**config.mk**
```make
export PLATFORM = sky130hd
export DESIGN_NAME = colour_sequence_dedupe_and_gap_fill
export DESIGN_NICKNAME = d
export VERILOG_FILES = /design/src/rtl/csdgf_pkg.sv /design/src/rtl/csdgf_datapath.sv /design/src/rtl/csdgf_ctrl.sv /design/src/rtl/colour_sequence_dedupe_and_gap_fill.sv
export VERILOG_INCLUDE_DIRS = /design/src /design/src/rtl
export SDC_FILE = /design/constraint.sdc
export NUM_CORES = 1
export LEC_CHECK = 0
export ABC_CLOCK_PERIOD_IN_PS = 3700
export BUFFER_PORTS_ARGS = -buffer_cell sky130_fd_sc_hd__buf_2
export CAP_MARGIN = 20
export CORE_MARGIN = 8
export CORE_UTILIZATION = 55
export CTS_BUF_LIST = sky130_fd_sc_hd__clkbuf_8
export DETAILED_ROUTE_END_ITERATION = 8
export PLACE_DENSITY = 0.87
export SLEW_MARGIN = 30
export SYNTH_ARGS = -nofsm -noshare
export SYNTH_HDL_FRONTEND = slang
export SYNTH_SLANG_ARGS = --single-unit
```
**constraint.sdc**
```tcl
create_clock -name clk -period 3.7 [get_ports clk]
set_input_delay 0.74 -clock clk [delete_from_list [all_inputs] [get_ports clk]]
set_output_delay 0.74 -clock clk [all_outputs]
set_load 0.03 [all_outputs]
```
**src/rtl/colour_sequence_dedupe_and_gap_fill_defines.svh**
```systemverilog
// ----------------------------------------------------------------------------
// Colour sequence dedupe and gap fill: assertion macros
// Property macros for the checks in the RTL of this block.
// ----------------------------------------------------------------------------
`ifndef COLOUR_SEQUENCE_DEDUPE_AND_GAP_FILL_DEFINES_SVH
`define COLOUR_SEQUENCE_DEDUPE_AND_GAP_FILL_DEFINES_SVH

// Same-cycle implication, checked out of reset.
`define CSDGF_ASSERT_NOW(label, ante, cons, msg) \
    label: assert property (@(posedge clk) disable iff (!rst_n) (ante) |-> (cons)) \
        else $error(msg);

// Next-cycle implication, checked out of reset.
`define CSDGF_ASSERT_NEXT(label, ante, cons, msg) \
    label: assert property (@(posedge clk) disable iff (!rst_n) (ante) |=> (cons)) \
        else $error(msg);

`endif

```
**src/rtl/csdgf_pkg.sv**
```systemverilog
// ----------------------------------------------------------------------------
// Colour sequence dedupe and gap fill: package
// Types, codes and the colour index successor function.
// ----------------------------------------------------------------------------
`timescale 1ns / 1ps

package csdgf_pkg;

    // Video system codes.
    localparam logic [2:0] SYS_UNKNOWN = 3'd0;
    localparam logic [2:0] SYS_PAL     = 3'd1;
    localparam logic [2:0] SYS_PALM    = 3'd2;
    localparam logic [2:0] SYS_NTSC    = 3'd3;
    localparam logic [2:0] SYS_OTHER   = 3'd4;

    // Configuration register indexes.
    localparam logic [1:0] CFG_DEDUPE   = 2'd0;
    localparam logic [1:0] CFG_GAP_FILL = 2'd1;
    localparam logic [1:0] CFG_SYSTEM   = 2'd2;

    typedef enum logic [1:0] {
        ST_IDLE,
        ST_PAD,
        ST_EMIT
    } state_t;

    // Controller to datapath.
    typedef struct packed {
        logic accept;
        logic load_pad;
        logic load_final;
    } ctrl_cmd_t;

    // Datapath to controller.
    typedef struct packed {
        logic drop;
        logic gap_needed;
        logic pad_done;
        logic out_free;
    } ctrl_sts_t;

    typedef struct packed {
        logic       valid;
        logic [3:0] idx;
    } succ_t;

    // Next colour index in the sequence; valid is low when there is none.
    function automatic succ_t successor(logic [2:0] sys, logic valid, logic [3:0] idx);
        succ_t r;
        r.valid = 1'b0;
        r.idx   = 4'd0;
        if (valid)
        begin
            case (sys)
                SYS_PAL, SYS_PALM:
                begin
                    r.valid = 1'b1;
                    r.idx   = {2'b00, idx[1:0]} + 4'd1;
                end
                SYS_NTSC:
                begin
                    if (idx <= 4'd1)
                    begin
                        r.valid = 1'b1;
                        r.idx   = 4'd1 - idx;
                    end
                end
                default:
                begin
                    r.valid = 1'b0;
                end
            endcase
        end
        return r;
    endfunction

endpackage

```
**src/rtl/csdgf_datapath.sv**
```systemverilog
// ----------------------------------------------------------------------------
// Colour sequence dedupe and gap fill: datapath
// Holds configuration, sequence state, the current item, the pad generator
// and the output register.
// ----------------------------------------------------------------------------
`timescale 1ns / 1ps

module csdgf_datapath #(
    parameter int MAX_GAP_FILL = 8
) (
    input  logic                   clk,
    input  logic                   rst_n,
    input  csdgf_pkg::ctrl_cmd_t   cmd,
    output csdgf_pkg::ctrl_sts_t   sts,
    input  logic [1:0]             s_tuser,
    input  logic [39:0]            s_tdata,
    input  logic                   cfg_valid,
    input  logic [1:0]             cfg_index,
    input  logic [2:0]             cfg_data,
    output logic                   m_tvalid,
    input  logic                   m_tready,
    output logic [71:0]            m_tdata,
    output logic [1:0]             m_tuser,
    output logic                   m_tlast
);
    import csdgf_pkg::*;

    localparam int CntW = $clog2(MAX_GAP_FILL + 1);

    // Input beat fields.
    logic        in_start;
    logic        in_pad;
    logic [31:0] in_frame;
    logic        in_known;
    logic [3:0]  in_cidx;

    assign in_start = s_tuser[0];
    assign in_pad   = s_tuser[1];
    assign in_frame = s_tdata[31:0];
    assign in_known = s_tdata[32];
    assign in_cidx  = s_tdata[36:33];

    // Configuration registers.
    logic       dedupe_reg;
    logic       gap_fill_reg;
    logic [2:0] system_reg;

    always_ff @(posedge clk or negedge rst_n)
    begin
        if (!rst_n)
        begin
            dedupe_reg   <= 1'b0;
            gap_fill_reg <= 1'b0;
            system_reg   <= SYS_UNKNOWN;
        end
        else if (cfg_valid)
        begin
            case (cfg_index)
                CFG_DEDUPE:   dedupe_reg   <= cfg_data[0];
                CFG_GAP_FILL: gap_fill_reg <= cfg_data[0];
                CFG_SYSTEM:   system_reg   <= cfg_data;
                default:      ;
            endcase
        end
    end

    // Sequence state and item registers.
    logic            have_prev_reg, have_prev_next;
    logic            prev_known_reg, prev_known_next;
    logic [3:0]      prev_idx_reg, prev_idx_next;
    logic [31:0]     pos_reg, pos_next;
    logic            item_pad_reg;
    logic [31:0]     item_frame_reg;
    logic            item_known_reg;
    logic [3:0]      item_cidx_reg;
    logic [3:0]      fill_reg, fill_next;
    logic            fill_valid_reg, fill_valid_next;
    logic [CntW-1:0] count_reg, count_next;

    // State as seen by the arriving beat, after a start-of-list clear.
    logic       eff_have_prev;
    logic       eff_prev_known;
    logic [3:0] eff_prev_idx;
    logic       comparable;
    logic       sys_fills;
    succ_t      first_succ;
    succ_t      pad_succ;

    assign eff_have_prev  = have_prev_reg & ~in_start;
    assign eff_prev_known = prev_known_reg & ~in_start;
    assign eff_prev_idx   = in_start ? 4'd0 : prev_idx_reg;
    assign comparable     = in_known & eff_have_prev & eff_prev_known;
    assign sys_fills      = (system_reg == SYS_PAL) || (system_reg == SYS_PALM) ||
                            (system_reg == SYS_NTSC) || (system_reg == SYS_OTHER);
    assign first_succ     = successor(system_reg, 1'b1, eff_prev_idx);
    assign pad_succ       = successor(system_reg, fill_valid_reg, fill_reg);

    // Decision for the arriving beat; padding slots never drop or fill.
    always_comb
    begin
        sts.drop       = ~in_pad & dedupe_reg & comparable & (eff_prev_idx == in_cidx);
        sts.gap_needed = ~in_pad & gap_fill_reg & comparable & sys_fills &
                         (~first_succ.valid | (first_succ.idx != in_cidx));
        sts.pad_done   = (count_reg == CntW'(MAX_GAP_FILL - 1)) ||
                         (pad_succ.valid && (pad_succ.idx == item_cidx_reg));
        sts.out_free   = ~m_tvalid | m_tready;
    end

    // Next state of the sequence and pad generator.
    always_comb
    begin
        have_prev_next  = have_prev_reg;
        prev_known_next = prev_known_reg;
        prev_idx_next   = prev_idx_reg;
        pos_next        = pos_reg;
        fill_next       = fill_reg;
        fill_valid_next = fill_valid_reg;
        count_next      = count_reg;
        if (cmd.accept)
        begin
            have_prev_next  = eff_have_prev;
            prev_known_next = eff_prev_known;
            prev_idx_next   = eff_prev_idx;
            pos_next        = in_start ? 32'd0 : pos_reg;
            fill_next       = first_succ.idx;
            fill_valid_next = first_succ.valid;
            count_next      = '0;
        end
        else if (cmd.load_pad)
        begin
            pos_next        = pos_reg + 32'd1;
            fill_next       = pad_succ.idx;
            fill_valid_next = pad_succ.valid;
            count_next      = count_reg + CntW'(1);
        end
        else if (cmd.load_final)
        begin
            pos_next        = pos_reg + 32'd1;
            have_prev_next  = 1'b1;
            prev_known_next = ~item_pad_reg & item_known_reg;
            if (!item_pad_reg)
            begin
                prev_idx_next = item_known_reg ? item_cidx_reg : 4'd0;
            end
        end
    end

    always_ff @(posedge clk or negedge rst_n)
    begin
        if (!rst_n)
        begin
            have_prev_reg  <= 1'b0;
            prev_known_reg <= 1'b0;
            prev_idx_reg   <= 4'd0;
            pos_reg        <= 32'd0;
            fill_reg       <= 4'd0;
            fill_valid_reg <= 1'b0;
            count_reg      <= '0;
        end
        else
        begin
            have_prev_reg  <= have_prev_next;
            prev_known_reg <= prev_known_next;
            prev_idx_reg   <= prev_idx_next;
            pos_reg        <= pos_next;
            fill_reg       <= fill_next;
            fill_valid_reg <= fill_valid_next;
            count_reg      <= count_next;
        end
    end

    // Capture the accepted beat.
    always_ff @(posedge clk)
    begin
        if (cmd.accept)
        begin
            item_pad_reg   <= in_pad;
            item_frame_reg <= in_frame;
            item_known_reg <= in_known;
            item_cidx_reg  <= in_cidx;
        end
    end

    // Output register.
    logic        out_valid_reg;
    logic        out_pad_reg;
    logic        out_gap_reg;
    logic [31:0] out_frame_reg;
    logic [3:0]  out_cidx_reg;
    logic        out_ivalid_reg;
    logic [31:0] out_pos_reg;
    logic        out_last_reg;

    always_ff @(posedge clk or negedge rst_n)
    begin
        if (!rst_n)
        begin
            out_valid_reg <= 1'b0;
        end
        else if (cmd.load_pad || cmd.load_final)
        begin
            out_valid_reg <= 1'b1;
        end
        else if (m_tready)
        begin
            out_valid_reg <= 1'b0;
        end
    end

    always_ff @(posedge clk)
    begin
        if (cmd.load_pad)
        begin
            out_pad_reg    <= 1'b1;
            out_gap_reg    <= 1'b1;
            out_frame_reg  <= 32'd0;
            out_cidx_reg   <= fill_valid_reg ? fill_reg : 4'd0;
            out_ivalid_reg <= fill_valid_reg;
            out_pos_reg    <= pos_reg;
            out_last_reg   <= 1'b0;
        end
        else if (cmd.load_final)
        begin
            out_pad_reg    <= item_pad_reg;
            out_gap_reg    <= 1'b0;
            out_frame_reg  <= item_pad_reg ? 32'd0 : item_frame_reg;
            out_cidx_reg   <= (~item_pad_reg & item_known_reg) ? item_cidx_reg : 4'd0;
            out_ivalid_reg <= ~item_pad_reg & item_known_reg;
            out_pos_reg    <= pos_reg;
            out_last_reg   <= 1'b1;
        end
    end

    assign m_tvalid = out_valid_reg;
    assign m_tdata  = {3'b000, out_pos_reg, out_ivalid_reg, out_cidx_reg, out_frame_reg};
    assign m_tuser  = {out_gap_reg, out_pad_reg};
    assign m_tlast  = out_last_reg;

endmodule

```
**src/rtl/csdgf_ctrl.sv**
```systemverilog
// ----------------------------------------------------------------------------
// Colour sequence dedupe and gap fill: controller
// Sequences accept, gap pad beats and the final beat of each item.
// ----------------------------------------------------------------------------
`timescale 1ns / 1ps

`include "colour_sequence_dedupe_and_gap_fill_defines.svh"

module csdgf_ctrl (
    input  logic                   clk,
    input  logic                   rst_n,
    input  logic                   s_tvalid,
    output logic                   s_tready,
    input  csdgf_pkg::ctrl_sts_t   sts,
    output csdgf_pkg::ctrl_cmd_t   cmd
);
    import csdgf_pkg::*;

    state_t state_reg, state_next;

    always_ff @(posedge clk or negedge rst_n)
    begin
        if (!rst_n)
        begin
            state_reg <= ST_IDLE;
        end
        else
        begin
            state_reg <= state_next;
        end
    end

    // Next state.
    always_comb
    begin
        state_next = state_reg;
        case (state_reg)
            ST_IDLE:
            begin
                if (s_tvalid && !sts.drop)
                begin
                    state_next = sts.gap_needed ? ST_PAD : ST_EMIT;
                end
            end
            ST_PAD:
            begin
                if (sts.out_free && sts.pad_done)
                begin
                    state_next = ST_EMIT;
                end
            end
            ST_EMIT:
            begin
                if (sts.out_free)
                begin
                    state_next = ST_IDLE;
                end
            end
            default:
            begin
                state_next = ST_IDLE;
            end
        endcase
    end

    // Outputs.
    always_comb
    begin
        s_tready       = 1'b0;
        cmd.accept     = 1'b0;
        cmd.load_pad   = 1'b0;
        cmd.load_final = 1'b0;
        case (state_reg)
            ST_IDLE:
            begin
                s_tready   = 1'b1;
                cmd.accept = s_tvalid;
            end
            ST_PAD:
            begin
                cmd.load_pad = sts.out_free;
            end
            ST_EMIT:
            begin
                cmd.load_final = sts.out_free;
            end
            default:
            begin
                s_tready = 1'b0;
            end
        endcase
    end

    // Checks on the sequencing.
    `CSDGF_ASSERT_NOW(a_one_load, 1'b1, !(cmd.load_pad && cmd.load_final), "two loads at once")
    `CSDGF_ASSERT_NEXT(a_final_idle, cmd.load_final, state_reg == ST_IDLE, "no return to idle")
    `CSDGF_ASSERT_NEXT(a_drop_idle, cmd.accept && sts.drop, state_reg == ST_IDLE, "drop emitted")
    `CSDGF_ASSERT_NEXT(a_gap_pad, cmd.accept && !sts.drop && sts.gap_needed,
        state_reg == ST_PAD, "gap without pads")

endmodule

```
**src/rtl/colour_sequence_dedupe_and_gap_fill.sv**
```systemverilog
// ----------------------------------------------------------------------------
// Colour sequence dedupe and gap fill: top level
// Drops repeated colour frames and inserts pad entries where the colour
// frame index sequence skips, numbering every emitted entry.
// ----------------------------------------------------------------------------
//  Channel  Direction  Beat contents
//  s_*      in         tuser: sequence_start, pad_slot; tdata: frame, index
//  m_*      out        tuser: padding, gap fill; tdata: frame, index, position
//  cfg_*    in         register index and write data, always ready
//
//  An item is accepted in ST_IDLE, then each result beat is loaded in turn;
//  a kept entry has at most MAX_GAP_FILL gap pads before its final beat, a
//  dropped entry is done at its accept. The pad generator emits one beat per
//  cycle; a stall on m_tready holds it. The last beat of an item may wait in
//  the output register while the next item is accepted. Reset clears all
//  but the item and output data registers; no clearing pass.
// ----------------------------------------------------------------------------
`timescale 1ns / 1ps

module colour_sequence_dedupe_and_gap_fill #(
    parameter int MAX_GAP_FILL = 8
) (
    input  logic        clk,
    input  logic        rst_n,
    input  logic        s_tvalid,
    output logic        s_tready,
    input  logic [39:0] s_tdata,   // source_frame[31:0], index_known[32], colour_index[36:33]
    input  logic [1:0]  s_tuser,   // sequence_start[0], pad_slot[1]
    output logic        m_tvalid,
    input  logic        m_tready,
    output logic [71:0] m_tdata,   // out_frame[31:0], out_colour_index[35:32],
                                   // out_index_valid[36], out_position[68:37]
    output logic [1:0]  m_tuser,   // out_is_padding[0], out_gap_fill[1]
    output logic        m_tlast,
    input  logic        cfg_valid,
    output logic        cfg_ready,
    input  logic [1:0]  cfg_index,
    input  logic [2:0]  cfg_data
);
    import csdgf_pkg::*;

    ctrl_cmd_t cmd;
    ctrl_sts_t sts;

    assign cfg_ready = 1'b1;

    csdgf_ctrl u_ctrl (
        .clk      (clk),
        .rst_n    (rst_n),
        .s_tvalid (s_tvalid),
        .s_tready (s_tready),
        .sts      (sts),
        .cmd      (cmd)
    );

    csdgf_datapath #(
        .MAX_GAP_FILL (MAX_GAP_FILL)
    ) u_datapath (
        .clk       (clk),
        .rst_n     (rst_n),
        .cmd       (cmd),
        .sts       (sts),
        .s_tuser   (s_tuser),
        .s_tdata   (s_tdata),
        .cfg_valid (cfg_valid),
        .cfg_index (cfg_index),
        .cfg_data  (cfg_data),
        .m_tvalid  (m_tvalid),
        .m_tready  (m_tready),
        .m_tdata   (m_tdata),
        .m_tuser   (m_tuser),
        .m_tlast   (m_tlast)
    );

endmodule

```
==> metrics.md <==
| Metric | Value |
|---|---|
| Slew HR | 53.4% |
| Core ar. | around 0.012 mm2 |
| Post-DP Area | 0.00737 mm2 |
| Max cap viols | 0 |
| FP Rows | 40 |
| Clock tree sinks | 165 |
| DP Worst Slack | 0.880 ns |
| DR vias | 4712 |
| Gp weighted congestion | between 0.9 and 1 |
| Syn. warnings | 0 |
| Critical path fanouts, max | 7 |
| Yosys cell types | between 60 and 70 |
| Area fraction of the dominant cell type after synthesis | around a third |
| RSZ-0062 raised after global routing | false |
| Hold Vio Cnt, Final | 0 |
| Cell taking the most area after synthesis | edfxtp_1 |
| Clk_lat worst skew | 0.45 ns |
| Critical Path RT | 4.03 ns |
| Worst vdd ir | 400 uV |
| Largest net degree at the start of global routing | 40 |
| Antenna viol nets, final | 0 |
| Tot Pwr | ~5.6 mW |
| Worst Path Arrival | ~3 ns |
| I/O Buffers | 122 |
| Clock Skew | approximately 0.0096 ns |
| Crit path max-delay cell type | a2111oi_0 |
| Post-synthesis sequential area ratio | 65.2% |
| DRC | 0 |
| Min cycle time layout | roughly 2.6 ns |
| Reg clk slew, reported paths | roughly 0.080 ns |
| Antenna violations before repair | 0 |
| Status | complete, no violations |
| Post-synthesis area per instance | 12.8 um2 |
| DPL Wire Length | between 10000 and 15000 um |
| First-pass DRT Iterations | 5 |
| Commonest non-fill, non-tap cell in the layout | buf_2 |
| CTS resizes | 0 |
| Max incr delay on CP | roughly 0.57 ns |
| Most frequent cells in the layout | 122 x buf_2, 75 x edfxtp_1, 55 x dfrtp_1, 38 x nand2_1, 37 x nor2_1 |
| Initial core utilization | between 50% and 60% |
| Top FF cell, synth | edfxtp_1 |
| CTS tree | yes |
| Post-CTS setup buffers | 0 |
| Hold buffers post-CTS | 0 |
| Die ar. | 0.0158 mm2 |
| Hold Crit Class | in -> async |
| CTS Buffer Depth | 2 |
| Global-route wire length before repair | ~25000 um |
| Syn Inst Count | between 500 and 600 |
| LEAKAGE | ~3.3 nW |
| CP cell instances | inv_1 -> ha_1 -> a2bb2oi_1 -> nor3_2 -> a2bb2oi_1 -> a2111oi_0 -> a21oi_1 -> o21bai_1 |
| H-tree lvl count | 4 |
| Setup TNS | 0 ns |
| Slew Viols, Final | 0 |
| Layout area overhead | 16.6% |
| Fin area | around 0.0077 mm2 |
| Pwr dens | between 700 and 800 mW/mm2 |
| Number of flops mapped to enable cells by yosys | between 70 and 80 |
| Synth top area cells | edfxtp_1 34%, dfrtp_1 21%, dfxtp_1 11%, a22o_1 4.7%, nand2_1 2.1% |
| Layout cells sized above 1 | between 20% and 30% |
| DIE WIDTH | ~130 um |
| Critical path capture point type | flip-flop |
| Seq cells post-synth | 165 |
| Mapped cell area | between 0.006 and 0.007 mm2 |
| DRT iter0 DRCs | slightly below 400 |
| Worst-margin pin slew | 0.689 ns |
| Via/cell ratio | between 5 and 6 |
| # nets final | 702 |
| Count of final setup violators | 0 |
| Vias in the first global route | 4897 |
| Worst hold slack | 0.212 ns |
| Fmax | roughly 380 MHz |
| Worst Setup Slack, final | 1.06 ns |
| Post-Route WL | around 15000 um |
| Most used cell, CP | a2bb2oi_1 |
| Root buf cell | clkbuf_8 |
| IO Count | 130 |
| Final cycle utilization of the critical path | 71.5% |
| Gr usage total | between 10% and 20% |
| Chip height | ~130 um |
| Overflow after GRT | 0 |
| Critical path type | reg -> reg |
| CTS Buf Count | 17 |
| Startpoint Class | flip-flop |
| DR WL/cell | ~19 um |
| Async SR Flop Fraction | about a third |
| # diodes | 0 |
## cell families after synthesis
kind of cell	Yosys count	share of synthesized area, %
DFF	165	65.2
xor gates and xnor gates	23	3.03
other	2	0.113
and+or+nand+nor	167	13.3
buffers and inverters	37	2.88
muxes	11	1.83
adders and majority gates	5	0.942
AOI/OAI and AO/OA	108	12.7
## critical path: cells and delay by family (launching register included)
family                     cells  cell delay (ns)
AOI/OAI and AO/OA              5             1.30
buffers and inverters          1             0.12
adders and majority gates      1             0.26
and+or+nand+nor                1             0.39
DFF                            1             0.46
## cell type report
class	count	area (um2)
clock inverter	15	138
clock buffer	17	234
timing repair buffer	130	671
sequential	165	4330
tap	147	184
inverter	13	48.8
fill	939	4170
multi-input combinational	318	2140
## through the flow
step | util [%] | std cells
6_report | 65.0 | 805
2_1_floorplan | - | 520
3_3_place_gp | 61.9 | 773
5_1_grt | 65.0 | 805
4_1_cts | 65.0 | 805
3_5_place_dp | 61.9 | 773
## layer usage
layer / global-route usage, % / up-vias / part of all wire, % / routed length, um
li1: - / 2176 / - / -
met1: 22.8 / 2335 / 41 / 6240
met2: 33.4 / 169 / 50 / 7730
met3: 6.58 / 32 / 6.3 / 970
met4: 7.86 / 0 / 2.4 / 372
met5: 0 / - / 0 / 0
## Yosys cell counts, drive strengths merged, types with 3 or more instances
master   n
buf     16
nor4bb   5
nand4   11
nand3b   4
xnor2    7
or3      3
a22o    36
o21bai   3
nand3   26
nor4     3
dfxtp   35
nor2    38
o21ai   20
o31ai    6
a31oi    8
nand2   38
nand2b   4
clkbuf   8
xor2    16
mux2i    5
edfxtp  75
nor2b    6
ha       5
mux2     6
dfrtp   55
a21oi    9
inv     12
nor3    14
o211ai   4
and4     4
and3     3
nor3b    3
## where the power goes
group / internal (mW) / switching (mW)
Clock: 0.589 / 0.634
Sequential: 2.38 / 0.276
Combinational: 0.541 / 1.21
## path summary, 6_finish.rpt
check,endpoint,slack (ns),start,cells past startpoint
setup / recovery,u_ctrl.state_reg[0],1.06,u_datapath.fill_reg[1],8
max in group asynchronous,u_datapath.pos_reg[15],2.63,rst_n,2
hold reg to reg,u_datapath.out_frame_reg[21],0.45,u_datapath.item_frame_reg[21],1
hold / removal,u_datapath.have_prev_reg,0.21,rst_n,1
setup reg to reg,u_ctrl.state_reg[0],1.06,u_datapath.fill_reg[1],8
min in group clk,u_datapath.out_frame_reg[21],0.45,u_datapath.item_frame_reg[21],1
No activity file was read; power rests on OpenSTA's default activity.
